`config.mk`:
```
export PLATFORM = sky130hd
export DESIGN_NAME = slot_bitmap_run_allocator
export DESIGN_NICKNAME = d
export VERILOG_FILES = /design/src/sv/sbra_pkg.sv /design/src/sv/sbra_run_unit.sv /design/src/sv/slot_bitmap_run_allocator.sv
export SDC_FILE = /design/constraint.sdc
export NUM_CORES = 1
export LEC_CHECK = 0
export ABC_CLOCK_PERIOD_IN_PS = 10200
export BUFFER_PORTS_ARGS = -buffer_cell sky130_fd_sc_hd__buf_2
export CORE_MARGIN = 2
export CORE_UTILIZATION = 55
export DETAILED_ROUTE_END_ITERATION = 7
export GPL_TIMING_DRIVEN = 0
export PLACE_DENSITY_LB_ADDON = 0.3
export SLEW_MARGIN = 40
export SYNTH_ARGS = -nofsm -noshare
export SYNTH_HDL_FRONTEND = slang
export SYNTH_HIERARCHICAL = 1
export SYNTH_SLANG_ARGS = --single-unit
```
`constraint.sdc`:
```
create_clock -name clk -period 10.2 [get_ports clk]
set_clock_uncertainty 0.2 [all_clocks]
set_input_delay 0.51 -clock clk [delete_from_list [all_inputs] [get_ports clk]]
set_output_delay 0.51 -clock clk [all_outputs]
set_load 0.03 [all_outputs]
```
`src/sv/sbra_pkg.sv`:
```
// Package for the slot bitmap run allocator: item types, request codes,
// map constants and run pattern helpers. Depends on nothing.
package sbra_pkg;

    // Geometry of the occupancy map. Slot s lives in bit MAP_W-1-s.
    localparam int SLOTS  = 64;
    localparam int MAP_W  = 64;
    localparam int POS_W  = 6;
    localparam int BLK_W  = 16;
    localparam int LINK_W = 22;
    localparam int LEN_W  = 4;

    // Search window limits: the last start slot, and the limit that the sum start+len may not exceed.
    localparam int LAST_START = SLOTS - 4;
    localparam int END_LIMIT  = SLOTS - 1;

    localparam logic [MAP_W-1:0] ALL_ONES   = {MAP_W{1'b1}};
    localparam logic [MAP_W-1:0] VALID_MASK = ~(ALL_ONES >> SLOTS);
    localparam logic [MAP_W-1:0] LINK_BIT   = MAP_W'(1) << (MAP_W - SLOTS);
    localparam logic [MAP_W-1:0] RESET_MAP  = (ALL_ONES << (MAP_W - 2)) & VALID_MASK;

    // Request codes.
    localparam logic [1:0] REQ_ALLOC = 2'd0;
    localparam logic [1:0] REQ_FREE  = 2'd1;
    localparam logic [1:0] REQ_LINK  = 2'd2;
    localparam logic [1:0] REQ_LOAD  = 2'd3;

    // Size class codes.
    localparam logic [1:0] CLS_TWO    = 2'd0;
    localparam logic [1:0] CLS_NINE   = 2'd1;
    localparam logic [1:0] CLS_TWELVE = 2'd2;

    typedef enum logic [0:0] {
        ST_IDLE,
        ST_SCAN
    } state_t;

    typedef struct packed {
        logic [1:0]        req_type;
        logic [1:0]        size_class;
        logic [POS_W-1:0]  position;
        logic [BLK_W-1:0]  block_number;
        logic [MAP_W-1:0]  map_value;
    } cmd_t;

    typedef struct packed {
        logic              granted;
        logic [POS_W-1:0]  slot_position;
        logic [MAP_W-1:0]  occupancy;
        logic [LINK_W-1:0] link_value;
    } rsp_t;

    // Run length of a size class; the unused class has length zero.
    function automatic logic [LEN_W-1:0] run_length(input logic [1:0] cls);
        logic [LEN_W-1:0] len;
        case (cls)
            CLS_TWO:    len = LEN_W'(2);
            CLS_NINE:   len = LEN_W'(9);
            CLS_TWELVE: len = LEN_W'(12);
            default:    len = '0;
        endcase
        return len;
    endfunction

    // Run mask of a size class placed at slot 0.
    function automatic logic [MAP_W-1:0] run_pattern(input logic [1:0] cls);
        logic [MAP_W-1:0] pat;
        case (cls)
            CLS_TWO:    pat = ~(ALL_ONES >> 2);
            CLS_NINE:   pat = ~(ALL_ONES >> 9);
            CLS_TWELVE: pat = ~(ALL_ONES >> 12);
            default:    pat = '0;
        endcase
        return pat;
    endfunction

endpackage

```
`src/sv/sbra_run_unit.sv`:
```
// Shared run unit: shifts the run pattern of a size class to a start slot
// and tests it against the map. Depends on sbra_pkg.
module sbra_run_unit (
    input  logic [sbra_pkg::MAP_W-1:0] map,
    input  logic [1:0]                 size_class,
    input  logic [sbra_pkg::POS_W-1:0] offset,
    output logic [sbra_pkg::MAP_W-1:0] mask,
    output logic                       clear
);
    import sbra_pkg::*;

    // Slots that grow in number sit at lower bits, so a right shift moves the run.
    assign mask  = run_pattern(size_class) >> offset;
    assign clear = ((map & mask) == '0);

endmodule

```
`src/sv/slot_bitmap_run_allocator.sv`:
```
// Top level of the slot bitmap run allocator: command handshake, scan
// sequencer, map and link registers. Depends on sbra_pkg and sbra_run_unit.
//
// A free, link or load item, and an allocate item of the unused size class,
// is done in the cycle it is accepted: its result strobes on done in the next
// cycle and busy never rises. An allocate item tests one start slot per cycle
// in the shared run unit, from slot 0 upward, and holds busy high while it
// scans. When a run is found its result follows the last start tried; the
// number of starts tried is at most SLOTS-3 for two-slot runs, SLOTS-9 for nine
// and SLOTS-12 for twelve. When no run is found the scan goes on until it sees
// the end of the window, so the longest item is a refused two-slot allocation.
// A result is marked valid on rsp by done, which is high for a single cycle;
// the receiver cannot stall it, so it must capture it in that cycle.
module slot_bitmap_run_allocator (
    input  logic           clk,
    input  logic           rst_n,
    input  logic           start,
    output logic           busy,
    input  sbra_pkg::cmd_t cmd,
    output logic           done,
    output sbra_pkg::rsp_t rsp
);
    import sbra_pkg::*;

    state_t              state_reg, state_next;
    logic [MAP_W-1:0]    map_reg, map_next;
    logic [LINK_W-1:0]   link_reg, link_next;
    logic [POS_W-1:0]    idx_reg, idx_next;
    logic [1:0]          cls_reg, cls_next;
    logic                done_reg, done_next;
    rsp_t                rsp_reg, rsp_next;

    logic                accept;
    logic                scanning;
    logic [1:0]          unit_cls;
    logic [POS_W-1:0]    unit_offset;
    logic [MAP_W-1:0]    unit_mask;
    logic                unit_clear;
    logic [LEN_W-1:0]    cmd_len;
    logic [LEN_W-1:0]    scan_len;
    logic                window_end;
    logic                finish;
    logic                grant;
    logic [POS_W-1:0]    found;

    // Control outputs of the sequencer.
    always_comb
    begin
        busy     = (state_reg == ST_SCAN);
        scanning = (state_reg == ST_SCAN);
        accept   = start && (state_reg == ST_IDLE);
    end

    // The shared unit sees the scan index while scanning, else the new item.
    assign unit_cls    = scanning ? cls_reg : cmd.size_class;
    assign unit_offset = scanning ? idx_reg : cmd.position;

    sbra_run_unit u_run (
        .map        (map_reg),
        .size_class (unit_cls),
        .offset     (unit_offset),
        .mask       (unit_mask),
        .clear      (unit_clear)
    );

    assign cmd_len  = run_length(cmd.size_class);
    assign scan_len = run_length(cls_reg);

    // The scan ends when the start passes the last start slot or the run would
    // reach the link slot.
    assign window_end = (idx_reg > POS_W'(LAST_START))
        || ((POS_W + 1)'(idx_reg) + (POS_W + 1)'(scan_len) > (POS_W + 1)'(END_LIMIT));

    // Next state of the sequencer.
    always_comb
    begin
        state_next = state_reg;
        case (state_reg)
            ST_IDLE:
            begin
                if (accept && (cmd.req_type == REQ_ALLOC) && (cmd_len != '0))
                begin
                    state_next = ST_SCAN;
                end
            end
            ST_SCAN:
            begin
                if (window_end || unit_clear)
                begin
                    state_next = ST_IDLE;
                end
            end
            default:
            begin
                state_next = ST_IDLE;
            end
        endcase
    end

    // Datapath: map, link, scan index and the result register.
    always_comb
    begin
        map_next  = map_reg;
        link_next = link_reg;
        idx_next  = idx_reg;
        cls_next  = cls_reg;
        done_next = 1'b0;
        rsp_next  = rsp_reg;
        finish    = 1'b0;
        grant     = 1'b0;
        found     = '0;

        if (scanning)
        begin
            if (window_end)
            begin
                finish = 1'b1;
            end
            else if (unit_clear)
            begin
                map_next = (map_reg | unit_mask) & VALID_MASK;
                finish   = 1'b1;
                grant    = 1'b1;
                found    = idx_reg;
            end
            else
            begin
                idx_next = idx_reg + POS_W'(1);
            end
        end
        else if (accept)
        begin
            finish = 1'b1;
            case (cmd.req_type)
                REQ_ALLOC:
                begin
                    if (cmd_len != '0)
                    begin
                        finish   = 1'b0;
                        idx_next = '0;
                        cls_next = cmd.size_class;
                    end
                end
                REQ_FREE:
                begin
                    if ((cmd_len != '0)
                        && ((POS_W + 1)'(cmd.position) < (POS_W + 1)'(SLOTS)))
                    begin
                        map_next = map_reg & ~unit_mask & VALID_MASK;
                    end
                end
                REQ_LINK:
                begin
                    link_next = {cmd.block_number, 6'b0};
                    map_next  = (map_reg | LINK_BIT) & VALID_MASK;
                end
                REQ_LOAD:
                begin
                    map_next = cmd.map_value & VALID_MASK;
                end
                default:
                begin
                end
            endcase
        end

        // A finished item loads the result register for one strobe cycle.
        if (finish)
        begin
            done_next              = 1'b1;
            rsp_next.granted       = grant;
            rsp_next.slot_position = found;
            rsp_next.occupancy     = map_next;
            rsp_next.link_value    = link_next;
        end
    end

    // Control and state registers.
    always_ff @(posedge clk or negedge rst_n)
    begin
        if (!rst_n)
        begin
            state_reg <= ST_IDLE;
            map_reg   <= RESET_MAP;
            link_reg  <= '0;
            idx_reg   <= '0;
            cls_reg   <= '0;
            done_reg  <= 1'b0;
        end
        else
        begin
            state_reg <= state_next;
            map_reg   <= map_next;
            link_reg  <= link_next;
            idx_reg   <= idx_next;
            cls_reg   <= cls_next;
            done_reg  <= done_next;
        end
    end

    // Result payload register.
    always_ff @(posedge clk)
    begin
        rsp_reg <= rsp_next;
    end

    assign done = done_reg;
    assign rsp  = rsp_reg;

endmodule

```
=== Yosys cells after proc, flatten, opt, wreduce, memory -nomap -nowiden ===
Index checks and enable logic that the tools add are counted.

* Bitwise gates (word level): 6
* Shift operators: 1
* Reductions and logical operators: 18
* $lt $le $gt $ge: 2
* Add/sub/neg operators: 2
* Muxes and demuxes: 30
* Equality and inequality tests: 11

{| class="wikitable"
|+ Operators by type and width
! cell !! number
|-
| case mux 64 bit (3 select lines) || 2
|-
| two-way mux 64 bit || 5
|-
| AND 64 bit || 2
|-
| two-way mux 22 bit || 3
|-
| zero test 64 bit || 1
|-
| inverter 64 bit || 1
|-
| bitwise OR 64 bit || 1
|-
| >> shifter 64 x 6 -> 64 bit || 1
|-
| two-way mux 6 bit || 7
|-
| case mux 4 bit (3 select lines) || 2
|-
| equality test 2 bit (second input constant) || 5
|-
| two-way mux 1 bit || 9
|-
| equality test 2 x 1 -> 1 bit (second input constant) || 4
|-
| zero test 2 bit || 4
|-
| adder 6 x 4 -> 7 bit || 1
|-
| > comparator 7 x 6 -> 1 bit (second input constant) || 1
|-
| adder 6 x 1 -> 6 bit (second input constant) || 1
|-
| > comparator 6 bit (second input constant) || 1
|-
| nonzero test 2 bit || 3
|-
| AND reduction 5 bit || 1
|-
| != test 2 bit (second input constant) || 2
|-
| AND reduction 4 bit || 1
|-
| nonzero test 4 bit || 1
|-
| logical AND 1 bit || 3
|-
| 6 further kinds || 8
|}

* Output and inout bits: 95
* Input port bits: 93
* Word-level logic and storage cells: 80
* Bits in registers: 189

=== Longest topological paths before layout ===
Gate-level depths: netlist (run 1).

* Depth in word-level cells: 10
* Mapped depth: 18
* Gate-level depth less buffers: 14

=== Cells and area by module ===
Netlist (run 1), hierarchy kept.

{| class="wikitable"
|+ By module, submodules not included
! module !! area each (um2) !! cells each !! times used !! seq. area each (um2)
|-
| slot_bitmap_run_allocator || 7,597.3 || 515 || 1 || 5,197.5
|-
| sbra_run_unit || 2,034.5 || 332 || 1 || 0.0
|}

=== Worst setup path before layout (run 1) ===
OpenSTA, ideal clock, no wires.

* Path type: register to register
* From: reg state_reg (netlist: busy)
* To: reg rsp_reg (netlist bit rsp[0]) (enable)
* Required time: 9.453 ns
* Path buffers: 3
* Setup slack: 2.174 ns
* Setup time: 0.547 ns
* Period minus slack after synthesis: 8.026 ns
* Data arrival time: 7.279 ns
* Stages on the path, launching flop included: 15
* Cell sequence: dfrtp_1 > clkbuf_1 > mux2_2 > ha_1 > buf_2 > buf_2 > nor3_1 > a31o_1 > o31ai_2 > o32ai_1 > a221oi_1 > nand4_1 > nor3_2 > nor4b_2 > nor2_1

* Longest elaborated chain between the ends: 9
* Elaborated cells between the ends (all ways): 15
* Classes of those cells: eq/ne: 2; shift: 1; mux: 7; bitwise: 2; reduce/logical: 3

{| class="wikitable"
|+ Ends and longest elaborated chain
! what !! line !! RTL
|-
| start: declaration || slot_bitmap_run_allocator.sv:25 || <nowiki>state_t state_reg, state_next;</nowiki>
|-
| start signal: assignment || slot_bitmap_run_allocator.sv:192 || <nowiki>state_reg <= state_next;</nowiki>
|-
| two-way mux 2 bit (*) || slot_bitmap_run_allocator.sv:55 || <nowiki>assign unit_cls = scanning ? cls_reg : cmd.size_class;</nowiki>
|-
| named net unit_cls[1] || slot_bitmap_run_allocator.sv:35 || <nowiki>logic [1:0] unit_cls;</nowiki>
|-
| equality test 2 bit (tied with other cells) || sbra_pkg.sv:68 || <nowiki>case (cls)</nowiki>
|-
| case mux 64 bit (3 select lines) (*) || sbra_pkg.sv:68 ||
|-
| >> shifter 64 x 6 -> 64 bit (*) || sbra_run_unit.sv:13 || <nowiki>assign mask = run_pattern(size_class) >> offset;</nowiki>
|-
| AND 64 bit (*) || sbra_run_unit.sv:14 || <nowiki>assign clear = ((map & mask) == '0);</nowiki>
|-
| zero test 64 bit (*) || sbra_run_unit.sv:14 ||
|-
| named net unit_clear || slot_bitmap_run_allocator.sv:38 || <nowiki>logic unit_clear;</nowiki>
|-
| two-way mux 1 bit (*) || slot_bitmap_run_allocator.sv:119 || <nowiki>else if (unit_clear)</nowiki>
|-
| two-way mux 1 bit (*) || slot_bitmap_run_allocator.sv:115 || <nowiki>if (window_end)</nowiki>
|-
| two-way mux 1 bit (*) || slot_bitmap_run_allocator.sv:113 || <nowiki>if (scanning)</nowiki>
|-
| end signal: assignment || slot_bitmap_run_allocator.sv:204 || <nowiki>rsp_reg <= rsp_next;</nowiki>
|-
| end: declaration || slot_bitmap_run_allocator.sv:31 || <nowiki>rsp_t rsp_reg, rsp_next;</nowiki>
|}

The timed path passes the listed nets; every way through them passes the cells marked *.
A chain may end at the register's enable or synchronous reset.

=== Worst setup path after layout (run 1) ===
* From: reg state_reg (netlist: busy)
* To: reg rsp_reg (netlist bit rsp[54]), data pin

* Elaborated cells between the ends (all ways): 20
* Classes of those cells: eq/ne: 2; shift: 1; mux: 9; bitwise: 5; reduce/logical: 3

{| class="wikitable"
|+ RTL lines
! what !! line !! RTL
|-
| two-way mux 2 bit (*) || slot_bitmap_run_allocator.sv:55 ||
|-
| named net unit_cls[1] || slot_bitmap_run_allocator.sv:35 ||
|-
| equality test 2 bit (tied with other cells) || sbra_pkg.sv:68 ||
|-
| case mux 64 bit (3 select lines) (*) || sbra_pkg.sv:68 ||
|-
| >> shifter 64 x 6 -> 64 bit (*) || sbra_run_unit.sv:13 ||
|-
| AND 64 bit (*) || sbra_run_unit.sv:14 ||
|-
| zero test 64 bit (*) || sbra_run_unit.sv:14 ||
|-
| named net unit_clear || slot_bitmap_run_allocator.sv:38 ||
|-
| two-way mux 64 bit (*) || slot_bitmap_run_allocator.sv:119 ||
|-
| two-way mux 64 bit (*) || slot_bitmap_run_allocator.sv:115 ||
|-
| two-way mux 64 bit (*) || slot_bitmap_run_allocator.sv:113 ||
|-
| named net map_next[32] || slot_bitmap_run_allocator.sv:26 || <nowiki>logic [MAP_W-1:0] map_reg, map_next;</nowiki>
|}

Marks and branches as above.

==> run_results.csv, run 1 <==
group,metric,value,unit
status,status,"finished, final reports clean",
floorplanning,rows,48,
global_routing,antenna_found_initial,1,
critical_path,ff2ff_setup_slack,3.78,ns
layout,largest_reg_flops,93,
routing,routedWlPerCell,24.3,um
synthesis,syn-num-nets,951,
synthesis,synthCells,847,
min_path,hp-class,"in -> reg",
synthesis,ys_warn_count,6,
routing,firstDrtPassIters,7,
sta,fin_ws,3.78,ns
routing,first_iter_violations,1048,
synthesis,synth_commonest_cells,"dfrtp_1, edfxtp_1, a21oi_1",
critical_path,cp-start-kind,"register",
global_routing,grt_max_degree,56,
layout,finalNonFillerCells,1298,
sta,hold_violations,0,
layout,seq_area,5200,um^2
cts,cts_resized,0,
placed_design,numPortBuffers,187,
placed_design,placed_cell_area,11000,um^2
synthesis,synth.most_common_cell,"dfrtp_1",
routing,via_per_inst,6.51,
critical_path,worst_path_max_delay_cell,"o31ai_2",
critical_path,cp_top_family,"compound AO/OA/AOI/OAI gates",
critical_path,critPathBufInv,4,
critical_path,end_kind,"register",
power_and_ir_drop,p_per_area,361,nW/um^2
cts,cts_inserted_buffers,17,
cts,insertion_delay,0.44,ns
critical_path,crit_top_cell,"buf_2",
synthesis,netlist_top_cells_area,"edfxtp_1, dfrtp_1, a221o_1, o21a_1, a21oi_1",
critical_path,critPathCapture,"rsp[54]",
synthesis,netlist.area_leader.share,29.0,%
floorplanning,die-height,136,um
synthesis,synth_edf_count,93,
power_and_ir_drop,peakVddDrop,0.208,mV
synthesis,ys_ff_latch,189,
sta,slew_violations,0,
placed_design,placed_cells,1265,
sta,timing.final.crit_share,62.9,%
cts,root_buffer,"clkbuf_16",
critical_path,r2r_cells,16,
cts,cts_num_sinks,189,
layout,n_antenna_cell,0,
critical_path,crit_arrival,6.49,ns
sta,rsz0062_at_grt,"no",
critical_path,cp-startpoint,"busy",
sta,slew_headroom,42.6,%
critical_path,rr_endpoint,"rsp[54]",
floorplanning,core,17200,um^2
synthesis,synth_top_cell_by_area,"edfxtp_1",
sta,setup_tns,0,ns
layout,drive_gt1_share,28.9,%
run,drv_cap,0,
critical_path,crit_path_cell_trace,"clkbuf_1 > mux2_2 > ha_1 > buf_2 > buf_2 > nor3_1 > a31o_1 > o31ai_2 > o32ai_1 > a221oi_1 > nand4_1 > nor3_2 > nand2_1 > nor3_4 > buf_2 > a221o_1",
sta,clock.fmax,156,MHz
sta,fin_hold_ws,0.112,ns
critical_path,critPathKind,"reg -> reg",
routing,vias,8450,
power_and_ir_drop,power.leakage,4.98,nW
critical_path,cp_max_fo,10,
critical_path,cpPeakStageDelay,0.73,ns
cts,cts.path.max_buffers,2,
floorplanning,die_x,136,um
routing,drc,0,
cts,path_clk_slew,0.08,ns
synthesis,ys_seq_area_share,54.0,%
routing,wl,31500,um
sta,finalCriticalPeriod,6.42,ns
layout,final_nets,1164,
placed_design,gp_congestion,1.00,
cts,htreeDepth,4,
synthesis,synth.distinct_cells,74,
floorplanning,io_pins,188,
sta,worst_slew_pin_slew,0.857,ns
critical_path,path_depth,16,
synthesis,syn_avg_cell_area,11.4,um^2
global_routing,grt_pass1_vias,8009,
synthesis,synth_async_sr_flop_share,50.8,%
layout,syn_to_final_growth,20.7,%
critical_path,cp.required,10.27,ns
layout,multiInputGateArea,4050,um^2
critical_path,r2r-start,"busy",
synthesis,synth_flop_cell,"dfrtp_1",
floorplanning,initial_core_util,55.9,%
global_routing,grtUsageTotal,34.2,%
cts,cts_tree,"yes",
global_routing,overflow,0,
layout,nFillCells,1335,
routing,ant_nets,0,
layout,final_cell_area,11600,um^2
floorplanning,dieArea,18600,um^2
global_routing,grt_pass1_wl,46900,um
sta,setup_viol,0,
placed_design,post-place-ws,4.09,ns
placed_design,hpwl,22900,um
synthesis,netlist_area,9630,um^2
## logic make-up (layout without fill, tap and decap cells)
kind of cell | Yosys count | after routing | synth area share, %
AO/OA/AOI/OAI | 298 | 298 | 22.9
adder cells (fa/ha/maj) | 11 | 11 | 1.51
buffers and inverters | 88 | 314 | 4.18
flip-flops | 189 | 189 | 54.0
multiplexers | 56 | 56 | 6.33
AND/OR/NAND/NOR | 205 | 205 | 11.1
## cells in the final DEF (no fill, tap or decap), types with 5 or more instances in the layout
master	netlist	final
buf_2	28	214
dfrtp_1	94	94
edfxtp_1	93	93
a21oi_1	84	84
nor2_1	74	73
a221o_1	65	65
o21a_1	64	64
clkbuf_1	35	35
nand2_1	32	32
mux2_2	29	29
mux2i_1	26	24
clkbuf_16	0	17
nor2b_1	14	14
inv_1	12	12
nand2b_1	12	12
nand4_1	11	11
o21ai_0	11	10
nand3_1	10	10
and2_1	10	10
ha_1	10	10
o22ai_1	9	9
a22oi_1	8	8
inv_8	0	6
and3_1	5	5
nor3_1	5	5
nor4_1	5	5
clkinv_8	0	5
o2111ai_1	5	5
or3_1	5	5
o32ai_1	5	5
## final cells by class
type | count | share of cell area [%]
Clock inverter | 15 | 1.60
Multi-Input combinational cell | 570 | 34.8
Buffer | 74 | 3.01
Clock buffer | 17 | 3.66
Timing Repair Buffer | 194 | 9.32
Inverter | 14 | 0.452
Tap cell | 225 | 2.42
Sequential cell | 189 | 44.7
## power breakdown
group | switching, mW | internal (mW)
Sequential | 0.192 | 1.25
Combinational | 1.41 | 0.671
Clock | 0.343 | 0.336
Total | 1.94 | 2.26
## routing by layer
metal	global-route usage, %	up-vias	routed length (um)
li1	-	3702	-
met1	47.3	4050	12700
met2	51.5	591	14000
met3	8.09	105	3430
met4	15.3	2	1380
met5	0	-	13
## how the worst min path moves through the flow
stage               depth (start not counted)            to  slack, ns    startpoint
floorplan                                   0          busy       0.01         rst_n
global placement                            1  link_reg[11]       0.27  link_reg[11]
detailed placement                          1   map_reg[55]       0.22         rst_n
CTS                                         2   link_reg[7]        0.1       cmd[65]
global route                                2  link_reg[17]       0.10       cmd[75]
finish                                      2   link_reg[7]       0.11       cmd[65]
## repair_timing
action | CTS | global route
hold endpoints to repair | 39 | 0
hold buffers | 1 | 0
setup buffers | 0 | 0
setup endpoints to repair | 0 | 0
## stage by stage
step / util, % / total power [mW]
6_report: 67.5 / 4.20
5_1_grt: 67.5 / 4.37
4_1_cts: 67.5 / 4.16
3_5_place_dp: 63.9 / 3.47
3_3_place_gp: 62.9 / 3.42
2_1_floorplan: - / 2.77
Power figures use the tool's default switching activity.
==> run 2: changes to the inputs <==
- ABC_CLOCK_PERIOD_IN_PS: 10200 -> 5910
- clock period: 10.2 -> 5.91 ns (I/O delays scaled with it)
==> run_results.csv, run 2 (synthesis gave the netlist of run 1 again) <==
group,metric,value,unit
status,status,"finished, final reports clean",
global_routing,overflow,0,
global_routing,grt_pass1_wl,51900,um
critical_path,ff2ff_setup_slack,0.16,ns
global_routing,grt_pass1_vias,8798,
sta,hold_violations,0,
sta,slew_violations,0,
layout,fin_util,72.6,%
sta,finalCriticalPeriod,5.75,ns
critical_path,cp_top_family,"simple AND/OR/NAND/NOR gates",
placed_design,placed_cell_area,11000,um^2
cts,root_buffer,"clkbuf_16",
placed_design,post-place-ws,-0.241,ns
power_and_ir_drop,peakVddDrop,0.377,mV
routing,via_per_inst,6.55,
cts,cts_num_sinks,189,
critical_path,cp-start-kind,"register",
floorplanning,initial_core_util,55.9,%
critical_path,path_depth,17,
layout,layout_commonest_cell,"buf_2",
run,drv_cap,0,
floorplanning,io_pins,188,
layout,final_cell_area,12500,um^2
cts,htreeDepth,4,
min_path,holdPathEnd,"map_reg[32]",
layout,mostFrequentLayoutCells,"buf_2, dfrtp_1, edfxtp_1, a21oi_1, dlygate4sd3_1",
sta,worst_slew_pin_slew,0.860,ns
layout,syn_to_final_growth,30.0,%
critical_path,worst_path_max_delay_cell,"dfrtp_1",
floorplanning,die-height,136,um
floorplanning,die_x,136,um
sta,timing.final.crit_share,97.3,%
layout,final_nets,1249,
critical_path,cp.required,5.85,ns
critical_path,cp_max_fo,22,
min_path,hp-class,"in -> reg",
placed_design,numPortBuffers,187,
global_routing,grtUsageTotal,37.9,%
cts,cts_tree,"yes",
floorplanning,rows,48,
cts,cts_inserted_buffers,17,
floorplanning,dieArea,18600,um^2
routing,firstDrtPassIters,8,
sta,fin_ws,0.158,ns
critical_path,critPathBufInv,6,
critical_path,rr_endpoint,"rsp[25]",
power_and_ir_drop,p_per_area,598,nW/um^2
global_routing,grt_max_degree,52,
sta,slew_headroom,41.0,%
critical_path,crit_top_cell,"buf_16",
critical_path,cpPeakStageDelay,0.47,ns
critical_path,r2r-start,"busy",
floorplanning,core,17200,um^2
routing,ant_nets,0,
cts,insertion_delay,0.44,ns
layout,largest_reg_flops,93,
sta,setup_viol,0,
critical_path,critPathKind,"reg -> reg",
routing,drc,0,
placed_design,gp_congestion,1.00,
global_routing,antenna_found_initial,0,
routing,vias,9062,
sta,rsz0062_at_grt,"no",
layout,n_antenna_cell,0,
critical_path,crit_path_cell_trace,"clkbuf_2 > mux2_2 > ha_1 > buf_2 > nand2b_1 > mux2i_1 > a32o_1 > a22o_1 > nor4_1 > nand4_1 > nor3_4 > nor4b_2 > nor2_4 > buf_8 > buf_16 > buf_16 > buf_16",
sta,fin_hold_ws,0.0780,ns
min_path,min_from,"cmd[32]",
critical_path,crit_arrival,5.70,ns
cts,cts.path.max_buffers,2,
power_and_ir_drop,power.leakage,5.35,nW
routing,routedWlPerCell,25.3,um
min_path,whs_path_depth,2,
cts,path_clk_slew,0.08,ns
placed_design,hpwl,24200,um
routing,first_iter_violations,1358,
sta,clock.fmax,174,MHz
critical_path,end_kind,"register",
critical_path,r2r_cells,17,
routing,wl,35000,um
layout,drive_gt1_share,27.4,%
-- run 2: worst reg2reg max path, stage by stage, from the launching register on --
cell	delay, ns
dfrtp_1	0.47
clkbuf_2	0.29
mux2_2	0.38
ha_1	0.27
buf_2	0.19
nand2b_1	0.29
mux2i_1	0.34
a32o_1	0.41
a22o_1	0.27
nor4_1	0.33
nand4_1	0.26
nor3_4	0.45
nor4b_2	0.18
nor2_4	0.36
buf_8	0.22
buf_16	0.18
buf_16	0.18
buf_16	0.19
-- run 2: how the worst max path moves through the flow --
stage          from       to  slack, ns
6_report       busy  rsp[25]       0.16
2_1_floorplan  busy   rsp[0]       0.52
5_1_grt        busy  rsp[29]       0.09
4_1_cts        busy  rsp[29]       0.12
3_5_place_dp   busy  rsp[54]      -0.24
3_3_place_gp   busy  rsp[60]      -1.26
-- run 2: area by class of cell --
cell class,count,area [um^2]
plain buffers,74,353
multi-input cells,570,4080
flip-flops and latches,189,5200
well taps,225,282
repair buffers,279,1930
clock inverters,15,200
inverters,14,52.6
clock buffers,17,425
fillers,1175,4720
-- run 2: per-stage QoR --
step | setup TNS [ns] | power (mW) | instances
after floorplan | 0 | 4.76 | 847
after detailed placement | -12.85 | 6.03 | 1265
after global routing | 0 | 7.75 | 1383
final | 0 | 7.49 | 1383
after global placement | -130.34 | 5.89 | 1259
after CTS | 0 | 7.36 | 1381
-- run 2: power by group --
group	internal [mW]	total, mW	switching (mW)
clock network	0.587	1.20	0.615
logic	1.24	3.77	2.53
registers	2.16	2.51	0.352
-- run 2: timing repair --
action	CTS	global route
hold endpoints to repair	208	0
endpoints found under the setup margin	170	107
resized for setup	5	2
setup buffers	3	2
pin swaps	1	1
hold buffers	81	0
-- run 2: per-layer routing --
metal,up-vias,global-route usage (%),routed length (um)
met1,4474,52.0,14000
met5,-,0,0
met3,81,5.82,3260
met2,634,61.3,16600
met4,0,14.0,1070
li1,3873,-,-
==> run 3: changes to the inputs <==
- CAP_MARGIN: default -> 20
- RECOVER_POWER: default -> 100
==> run_results.csv, run 3 (synthesis gave the netlist of run 1 again) <==
group,metric,value,unit
sta,timing.final.crit_share,96.7,%
power_and_ir_drop,peakVddDrop,0.356,mV
floorplanning,rows,48,
routing,ant_nets,0,
layout,drive_gt1_share,17.3,%
critical_path,cp.required,6.01,ns
critical_path,crit_path_cell_trace,"clkbuf_2 > mux2_2 > ha_1 > buf_2 > nand2b_1 > mux2i_1 > a32o_1 > a22o_1 > nor4_1 > nand4_1 > nor3_4 > nand2_1 > nor3_4 > clkbuf_1 > clkbuf_2 > a221o_1",
routing,drc,0,
min_path,hp-class,"in -> reg",
cts,root_buffer,"clkbuf_16",
floorplanning,core,17200,um^2
floorplanning,initial_core_util,55.9,%
cts,path_clk_slew,0.09,ns
critical_path,crit_arrival,5.81,ns
floorplanning,dieArea,18600,um^2
critical_path,cp-start-kind,"register",
status,status,"complete, but fails checks",
global_routing,grt_pass1_vias,8798,
critical_path,cpPeakStageDelay,0.48,ns
sta,setup_viol,0,
floorplanning,die_x,136,um
layout,mostFrequentLayoutCells,"clkbuf_1, buf_2, dfrtp_1, edfxtp_1, a21oi_1",
routing,first_iter_violations,1207,
critical_path,critPathKind,"reg -> reg",
critical_path,cp_max_fo,10,
layout,n_antenna_cell,0,
power_and_ir_drop,p_per_area,597,nW/um^2
global_routing,overflow,0,
cts,insertion_delay,0.45,ns
global_routing,grt_pass1_wl,51900,um
layout,syn_to_final_growth,28.3,%
sta,hold_violations,0,
sta,clock.fmax,175,MHz
routing,firstDrtPassIters,5,
power_and_ir_drop,power.total,7.38,mW
critical_path,worst_path_max_delay_cell,"dfrtp_1",
floorplanning,die-height,136,um
power_and_ir_drop,power.leakage,5.04,nW
cts,cts_tree,"yes",
sta,fin_ws,0.195,ns
run,drv_cap,2,
routing,wl,34900,um
global_routing,grt_max_degree,52,
layout,largest_reg_flops,93,
routing,vias,9048,
cts,htreeDepth,4,
layout,final_nets,1249,
global_routing,antenna_found_initial,0,
placed_design,post-place-ws,-0.241,ns
sta,fin_hold_ws,0.0510,ns
floorplanning,io_pins,188,
layout,layout_commonest_cell,"clkbuf_1",
status,failed_checks,"capacitance limit, slew limit",
routing,routedWlPerCell,25.3,um
sta,rsz0062_at_grt,"no",
placed_design,gp_congestion,1.00,
critical_path,end_kind,"register",
cts,cts.path.max_buffers,2,
cts,cts_inserted_buffers,17,
placed_design,numPortBuffers,187,
cts,cts_num_sinks,189,
placed_design,hpwl,24200,um
sta,slew_headroom,-73.7,%
global_routing,grtUsageTotal,37.9,%
layout,finalNonFillerCells,1383,
sta,finalCriticalPeriod,5.71,ns
sta,worst_slew_pin_slew,2.61,ns
sta,slew_violations,99,
routing,via_per_inst,6.54,
placed_design,placed_cells,1265,
run 3: changes by cell type in the layout (fill, tap and decap cells not counted), sizes merged:
cell / before / now
buf: 237 / 132
clkbuf: 52 / 156
dlymetal6s4s: 0 / 1
run 3: metrics by stage:
| stage | utilization [%] | area, um^2 | setup TNS, ns |
|---|---|---|---|
| after floorplan | - | 9640 | 0 |
| after global placement | 63.0 | 10900 | -130.34 |
| after detailed placement | 63.9 | 11000 | -12.85 |
| after CTS | 72.5 | 12500 | 0 |
| after global routing | 71.7 | 12400 | 0 |
| final | 71.7 | 12400 | 0 |
run 3: critical path: cells and delay by family, from the launching register on:
family / cells / cell delay, ns
AND/OR/NAND/NOR: 6 / 1.92
multiplexers: 2 / 0.71
AO/OA/AOI/OAI: 3 / 0.91
flip-flops: 1 / 0.48
buffers and inverters: 4 / 1.06
adder cells (fa/ha/maj): 1 / 0.27
run 3: repair_timing:
item / 4_1_cts / 5_1_grt
hold buffers: 81 / 0
setup buffers: 3 / 2
pin swaps: 1 / 1
setup endpoints to repair: 170 / 107
resized for setup: 5 / 2
endpoints found under the hold margin: 208 / 0
run 3: power by group:
part	leakage [nW]	internal [mW]	switching, mW
Combinational	2.60	1.12	2.53
Clock	0.299	0.587	0.618
Sequential	2.14	2.16	0.361
run 3: layout make-up:
cell class	count	area [um^2]
sequential	189	5200
fill	1249	4880
multi-input combinational	570	4080
timing repair buffer	279	1770
clock buffer	17	425
buffer	74	350
tap	225	282
clock inverter	15	200
inverter	14	52.6
run 3: layer usage:
| metal | global-route usage [%] | share of wire [%] | vias to the layer above |
|---|---|---|---|
| met3 | 5.82 | 9.5 | 99 |
| li1 | - | - | 3862 |
| met4 | 14.0 | 3.6 | 0 |
| met5 | 0 | 0 | - |
| met2 | 61.3 | 47 | 636 |
| met1 | 52.0 | 40 | 4451 |
run 3: worst paths after layout:
kind                         startpoint      endpoint  slack (ns)  cells past startpoint
setup / recovery                   busy       rsp[34]        0.20                     16
min in group asynchronous         rst_n   map_reg[59]        1.00                      2
setup reg to reg                   busy       rsp[34]        0.20                     16
hold reg to reg            link_reg[17]  link_reg[17]        0.30                      1
max in group asynchronous         rst_n    map_reg[5]        1.01                      3
hold / removal                  cmd[32]   map_reg[32]        0.05                      2
